## src/hw/rtl/edge_clipped_box_blur_3x3_defines.svh

```systemverilog
// assertion macros for the edge-clipped 3x3 box blur
// no dependencies; taken in by the files that carry assertions
`ifndef EDGE_CLIPPED_BOX_BLUR_3X3_DEFINES_SVH
`define EDGE_CLIPPED_BOX_BLUR_3X3_DEFINES_SVH
`ifndef SYNTH
`define ECBB_ASSERT(lbl, clk, rst_n, prop, msg) \
    lbl: assert property (@(posedge clk) disable iff (!rst_n) prop) else $error(msg);
`define ECBB_ASSERT_RST(lbl, clk, prop, msg) \
    lbl: assert property (@(posedge clk) prop) else $error(msg);
`else
`define ECBB_ASSERT(lbl, clk, rst_n, prop, msg)
`define ECBB_ASSERT_RST(lbl, clk, prop, msg)
`endif
`endif

```

## src/hw/rtl/ecbb_pkg.sv

```systemverilog
// shared types, constants and the reciprocal table of the box blur
// no dependencies
package ecbb_pkg;

    localparam int CH_W      = 8;
    localparam int PIX_W     = 24;
    localparam int SUM_W     = 12;
    localparam int CNT_W     = 4;
    localparam int X_W       = 13;
    localparam int RCP_W     = 18;
    localparam int RCP_SHIFT = 18;
    localparam int PROD_W    = X_W + RCP_W;
    localparam int CFG_W     = 12;
    localparam int APB_DW    = 32;
    localparam int APB_AW    = 3;
    localparam int Q_DEPTH   = 4;
    localparam int Q_AW      = 2;
    localparam int Q_CW      = 3;

    localparam logic KIND_PIXEL = 1'b0;
    localparam logic KIND_DRAIN = 1'b1;

    localparam logic REG_FRAME_WIDTH  = 1'b0;
    localparam logic REG_FRAME_HEIGHT = 1'b1;

    // one column of the window, indexed by row: 0 above, 1 centre, 2 below
    typedef logic [2:0][PIX_W-1:0] t_col;

    typedef struct packed {
        t_col [2:0] px;
        logic [2:0] row_ok;
        logic [2:0] col_ok;
        logic       emit_a;
        logic       emit_b;
        logic       col0_ok_b;
        logic       done;
    } t_job;

    typedef enum logic {
        PH_MAIN,
        PH_EDGE
    } t_phase;

    // ceil(2^17 / n): (2*sum + n) * rcp >> 18 is the rounded average
    function automatic logic [RCP_W-1:0] avg_rcp(input logic [CNT_W-1:0] n);
        logic [RCP_W-1:0] m;
        unique case (n)
            4'd0, 4'd1: m = 18'd131072;
            4'd2:       m = 18'd65536;
            4'd3:       m = 18'd43691;
            4'd4:       m = 18'd32768;
            4'd5:       m = 18'd26215;
            4'd6:       m = 18'd21846;
            4'd7:       m = 18'd18725;
            4'd8:       m = 18'd16384;
            4'd9:       m = 18'd14564;
            default:    m = '0;
        endcase
        return m;
    endfunction

endpackage

```

## src/hw/rtl/ecbb_stream_if.sv

```systemverilog


interface ecbb_out_if import ecbb_pkg::*; ();
    logic            valid;
    logic            ready;
    logic [CH_W-1:0] red_out;
    logic [CH_W-1:0] green_out;
    logic [CH_W-1:0] blue_out;
    logic            last_of_run;
    logic            frame_done;

    modport source (output valid, red_out, green_out, blue_out, last_of_run, frame_done,
                    input ready);
    modport sink   (input valid, red_out, green_out, blue_out, last_of_run, frame_done,
                    output ready);
endinterface

```

## src/hw/rtl/ecbb_back.sv

```systemverilog
// back end: neighbor sums, reciprocal multiply and the output register
// depends on ecbb_pkg, ecbb_stream_if and the defines header
`include "edge_clipped_box_blur_3x3_defines.svh"

module ecbb_back import ecbb_pkg::*; (
    input  logic    i_clk,
    input  logic    i_rst_n,
    input  logic    i_q_valid,
    input  t_job    i_head,
    output logic    o_pop,
    ecbb_out_if.source o_out
);

    t_phase                        r_phase, n_phase;
    logic                          en, use_b, take;
    t_col [2:0]                    sel;
    logic [2:0]                    ok;
    logic [2:0][SUM_W-1:0]         sum;
    logic [CNT_W-1:0]              cnt;
    logic [2:0][X_W-1:0]           x;
    logic [RCP_W-1:0]              rcp;

    logic                          r_s1_valid, r_s2_valid, r_o_valid;
    logic [2:0][SUM_W-1:0]         r_s1_sum;
    logic [CNT_W-1:0]              r_s1_cnt;
    logic                          r_s1_last, r_s1_done;
    logic [2:0][PROD_W-1:0]        r_s2_prod;
    logic                          r_s2_last, r_s2_done;
    logic [2:0][CH_W-1:0]          r_o_rgb;
    logic                          r_o_last, r_o_done;

    always_comb begin
        en    = !r_o_valid || o_out.ready;
        use_b = (r_phase == PH_EDGE) || !i_head.emit_a;
        take  = en && i_q_valid;
        o_pop = take && (use_b || !i_head.emit_b);
        if (use_b) begin
            sel = {{3*PIX_W{1'b0}}, i_head.px[2], i_head.px[1]};
            ok  = {1'b0, 1'b1, i_head.col0_ok_b};
        end else begin
            sel = i_head.px;
            ok  = i_head.col_ok;
        end
        sum = '0;
        cnt = '0;
        for (int c = 0; c < 3; c++) begin
            for (int r = 0; r < 3; r++) begin
                if (ok[c] && i_head.row_ok[r]) begin
                    for (int ch = 0; ch < 3; ch++) begin
                        sum[ch] = sum[ch] + SUM_W'(sel[c][r][ch*CH_W +: CH_W]);
                    end
                    cnt = cnt + CNT_W'(1);
                end
            end
        end
        rcp = avg_rcp(r_s1_cnt);
        for (int ch = 0; ch < 3; ch++) begin
            x[ch] = {r_s1_sum[ch], 1'b0} + X_W'(r_s1_cnt);
        end
    end

    always_comb begin
        n_phase = r_phase;
        if (take) begin
            if (use_b) begin
                n_phase = PH_MAIN;
            end else if (i_head.emit_b) begin
                n_phase = PH_EDGE;
            end
        end
    end

    always_ff @(posedge i_clk) begin
        if (!i_rst_n) begin
            r_phase    <= PH_MAIN;
            r_s1_valid <= 1'b0;
            r_s2_valid <= 1'b0;
            r_o_valid  <= 1'b0;
        end else begin
            r_phase <= n_phase;
            if (en) begin
                r_s1_valid <= take;
                r_s2_valid <= r_s1_valid;
                r_o_valid  <= r_s2_valid;
            end
        end
    end

    always_ff @(posedge i_clk) begin
        if (en) begin
            r_s1_sum  <= sum;
            r_s1_cnt  <= cnt;
            r_s1_last <= use_b || !i_head.emit_b;
            r_s1_done <= i_head.done;
            for (int ch = 0; ch < 3; ch++) begin
                r_s2_prod[ch] <= PROD_W'(x[ch]) * PROD_W'(rcp);
                r_o_rgb[ch]   <= r_s2_prod[ch][RCP_SHIFT +: CH_W];
            end
            r_s2_last <= r_s1_last;
            r_s2_done <= r_s1_done;
            r_o_last  <= r_s2_last;
            r_o_done  <= r_s2_done;
        end
    end

    assign o_out.valid       = r_o_valid;
    assign o_out.red_out     = r_o_rgb[2];
    assign o_out.green_out   = r_o_rgb[1];
    assign o_out.blue_out    = r_o_rgb[0];
    assign o_out.last_of_run = r_o_last;
    assign o_out.frame_done  = r_o_done;

    `ECBB_ASSERT_RST(a_reset_clears_out, i_clk, !i_rst_n |=> !r_o_valid, "output valid after reset")
    `ECBB_ASSERT(a_done_is_last, i_clk, i_rst_n, (r_o_valid && r_o_done) |-> r_o_last, "frame done not last")
    `ECBB_ASSERT(a_edge_has_job, i_clk, i_rst_n, (r_phase == PH_EDGE) |-> i_q_valid, "edge phase without job")

endmodule

```

## src/flat_wrapper.sv

```systemverilog
// flat-port wrapper written by rule: the top's interface ports become plain ports
module ecbb_back_flat import ecbb_pkg::*;
  (i_clk, i_rst_n, i_q_valid, i_head, o_pop, o_out_valid, o_out_red_out, o_out_green_out, o_out_blue_out, o_out_last_of_run, o_out_frame_done, o_out_ready);
  ecbb_out_if o_out_i ();
  input  logic i_clk;
  input  logic i_rst_n;
  input  logic i_q_valid;
  input  t_job i_head;
  output logic o_pop;
  output wire logic [$bits(o_out_i.valid)-1:0] o_out_valid;
  output wire logic [$bits(o_out_i.red_out)-1:0] o_out_red_out;
  output wire logic [$bits(o_out_i.green_out)-1:0] o_out_green_out;
  output wire logic [$bits(o_out_i.blue_out)-1:0] o_out_blue_out;
  output wire logic [$bits(o_out_i.last_of_run)-1:0] o_out_last_of_run;
  output wire logic [$bits(o_out_i.frame_done)-1:0] o_out_frame_done;
  input wire logic [$bits(o_out_i.ready)-1:0] o_out_ready;
  assign o_out_valid = o_out_i.valid;
  assign o_out_red_out = o_out_i.red_out;
  assign o_out_green_out = o_out_i.green_out;
  assign o_out_blue_out = o_out_i.blue_out;
  assign o_out_last_of_run = o_out_i.last_of_run;
  assign o_out_frame_done = o_out_i.frame_done;
  assign o_out_i.ready = o_out_ready;
  ecbb_back u_core (.i_clk(i_clk), .i_rst_n(i_rst_n), .i_q_valid(i_q_valid), .i_head(i_head), .o_pop(o_pop), .o_out(o_out_i));
endmodule
```

## config.mk

```make
export PLATFORM = sky130hd
export DESIGN_NAME = ecbb_back_flat
export DESIGN_NICKNAME = d
export VERILOG_FILES = /design/src/hw/rtl/ecbb_pkg.sv /design/src/hw/rtl/ecbb_stream_if.sv /design/src/hw/rtl/ecbb_back.sv /design/src/flat_wrapper.sv
export VERILOG_INCLUDE_DIRS = /design/src /design/src/hw/rtl
export SDC_FILE = /design/constraint.sdc
export NUM_CORES = 2
export LEC_CHECK = 0
export ABC_CLOCK_PERIOD_IN_PS = 15800
export BUFFER_PORTS_ARGS = -buffer_cell sky130_fd_sc_hd__buf_2
export CAP_MARGIN = 10
export CORE_ASPECT_RATIO = 1.75
export CORE_MARGIN = 1.5
export CORE_UTILIZATION = 40
export DETAILED_ROUTE_END_ITERATION = 6
export GPL_TIMING_DRIVEN = 0
export SLEW_MARGIN = 20
export SYNTH_ARGS = -nofsm -noshare
export SYNTH_HDL_FRONTEND = slang
export SYNTH_SLANG_ARGS = --single-unit
```

## constraint.sdc

```tcl
create_clock -name i_clk -period 15.8 [get_ports i_clk]
set_input_delay 1.58 -clock i_clk [delete_from_list [all_inputs] [get_ports i_clk]]
set_output_delay 1.58 -clock i_clk [all_outputs]
set_load 0.005 [all_outputs]
```

==> metrics <==
largest net degree at the start of global routing=60; WL met3=between 6000 and 7000 um; H-tree levels=4; Stages on worst setup path=52; Min Clock Period, post-route=13460 ps; Simple-Gate Fraction of Synth Area=20.4%; xor/xnor cell area share of the yosys netlist=5.77%; Remaining DRCs=1; Post-synth top flop=edfxtp_1; post-synth cell types=100; Sink Count=116; first-pass GRT wire length=204000 um; hold path cells=0; yosys warns=0; remaining global-route overflow=0; fmax=0.0743 GHz; DR WL/cell=23.1 um; CP max stage cell=clkbuf_1; FF+latch count, synth=116; die area=94400 sq um; crit-path max cell delay=about 800 ps; Port Buffers=254; Setup violations, final=0; post-CTS setup buffers=0; CTS Hold Buffers Added=0; Crit Path Category=in2reg; Worst-Skew Late Latency=around 510 ps; crit path DAT=13710 ps; Cell Rows=about 150; status=finished with violations; Reg2Reg Depth=between 50 and 60; Iter 0 DRT Violations=1680; CP top delay family=compound AO/OA/AOI/OAI gates; Rel. slew slack=18.7%; Crit path required time=~16000 ps; initial antenna violation count=4; Worst-Margin Slew=1220 ps; area occupied by multi-input gates=30700 sq um; max-cap violation count=0; RePlAce Congestion=between 1 and 1.5; Post-CTS Resized=0; Syn Nets=5598; core box area=91800 sq um; Tcrit/Tclk final=85.2%; synthesized-area fraction occupied by adder cells=a little over 40%; leakage power=~0.019 uW; Slew Viols, Final=0; worst hold start=u_core.r_s1_last$_DFFE_PN_; Final Hold Viols=0; Worst setup EP type=flop; met1 wire length=about 43000 um; CP Max Fanout=10; overall die height=405 um; commonest cells after routing, fill and taps aside=nand2_1 (911), inv_1 (596), fa_1 (528); HPWL after detailed placement=about 120000 um; All-Layer GR Usage=29.8%; CTS tree=yes; Initial Util=roughly two fifths; CTS buffer count=17; async set or reset register ratio after synthesis=0%; synthesized instance count=4474; worst path bufs/invs=7; met2 routed WL=71200 um; Power Density=approximately 200 nW/um^2; drt pass-1 iters=7; share of layout cells above drive strength 1=9.60%; Layout area overhead=9.22%; final hold slack=413 ps; violated checks=design-rule violations; setup TNS=0 ps; Synth Area in Compound Gates=11.9%; most common cell after layout, fill and taps aside=nand2_1; CTS Buffer Depth=2; root buffer cell=clkbuf_16; clk slew on worst S/H paths=70 ps; vias in the first global route=roughly 35k; final wirelength=137000 um; filler instances=9293; Antenna Nets Post-Route=0; final clock skew=14.9 ps; I/O pins=258; Post-Syn Area=37000 sq um; register area=3260 sq um; sequential area share after synthesis=8.82%; multiplexer share of the synthesized area=3.87%; Setup crit start kind=input pin; vias per inst=5.40; Worst IR Drop VDD=134 uV; RSZ-0062 raised after global routing=false; hold crit path type=reg2reg; Reg-to-Reg Start=u_core.r_phase$_SDFFE_PN0P_; top routing layer used=met5; Syn Area/Cell=8.27 sq um; number of synthesized flops with an enable pin=94; RR Endpoint=u_core.r_s1_sum[11]$_DFFE_PN_; Worst Hold Endpoint=u_core.r_s2_last$_DFFE_PN_; final net count=5872; largest family of logic cells by synthesized area=adder cells; R2R setup slack=~3200 ps; vias=32.2k; Die W=233 um
[metrics by stage]
stage / setup WS [ps] / utilization [%] / instances / area (sq um) / total power [uW]
2_1_floorplan: 5110 / - / 4474 / 37000 / 5650
3_3_place_gp: 1970 / 43.3 / 5920 / 39800 / 7660
3_5_place_dp: 1970 / 43.4 / 5921 / 39800 / 7760
4_1_cts: 2470 / 44.0 / 5953 / 40400 / 8280
5_1_grt: 1740 / 44.0 / 5955 / 40400 / 9270
6_report: 2340 / 44.0 / 5956 / 40400 / 8230
[sequential cells by signal (all words and copies together) (netlist names), 4 cells and up]
signal / cells
u_core.o_out.red_out: 8
u_core.rcp: 18
u_core.o_out.blue_out: 8
u_core.r_s1_cnt: 4
u_core.o_out.green_out: 8
u_core.r_s2_prod: 24
u_core.r_s1_sum: 36
[power breakdown]
| part | switching [uW] | internal, uW | total, uW |
|---|---|---|---|
| clock network | 196 | 210 | 406 |
| registers | 87.2 | 566 | 653 |
| logic | 4370 | 2800 | 7170 |
| total | 4650 | 3580 | 8230 |
[per-layer routing]
layer  vias to the layer above  global-route usage (%)
met4                         4                    29.9
met5                         -                       0
li1                      14948                       -
met1                     15517                    27.4
met2                      1171                    55.0
met3                       511                    3.50
[synthesized netlist by cell type, drive strengths merged, types with 89 or more instances]
| library cell | instances | share of area (%) |
|---|---|---|
| and2 | 142 | 2.4 |
| nand2 | 913 | 9.3 |
| fa | 528 | 29 |
| mux2 | 89 | 2.8 |
| ha | 366 | 12 |
| inv | 597 | 6.1 |
| edfxtp | 94 | 7.6 |
| o21ai | 151 | 2.0 |
| clkbuf | 171 | 1.7 |
| nor2 | 180 | 1.9 |
| xnor2 | 169 | 4.3 |
| a21oi | 171 | 2.3 |
| nor2b | 179 | 3.0 |
[layout make-up]
cell class	count	share of cell area, %
tap	1192	3.69
inverter	598	5.58
multi-input combinational	3560	76.0
antenna	3	0.0186
sequential	116	8.07
clock buffer	17	1.05
clock inverter	15	0.378
buffer	200	2.00
timing repair buffer	255	3.21
[worst max path at each step]
stage / endpoint / slack [ps] / from
global route: u_core.r_s1_sum[23]$_DFFE_PN_ / 1740 / i_head[3]
global placement: u_core.r_s1_sum[11]$_DFFE_PN_ / 1970 / i_head[3]
floorplan: u_core.r_s1_sum[23]$_DFFE_PN_ / 5110 / i_head[3]
finish: u_core.r_s1_sum[11]$_DFFE_PN_ / 2340 / i_head[3]
CTS: u_core.r_s1_sum[11]$_DFFE_PN_ / 2470 / i_head[3]
detailed placement: u_core.r_s1_sum[11]$_DFFE_PN_ / 1970 / i_head[3]
[cell families after synthesis]
kind of cell	count (synthesis)
flip-flops	116
buffers and inverters	798
adder cells (fa/ha/maj)	895
AO/OA/AOI/OAI	674
AND/OR/NAND/NOR	1638
XOR/XNOR	226
multiplexers	127
No activity file was read; power rests on OpenSTA's default activity.
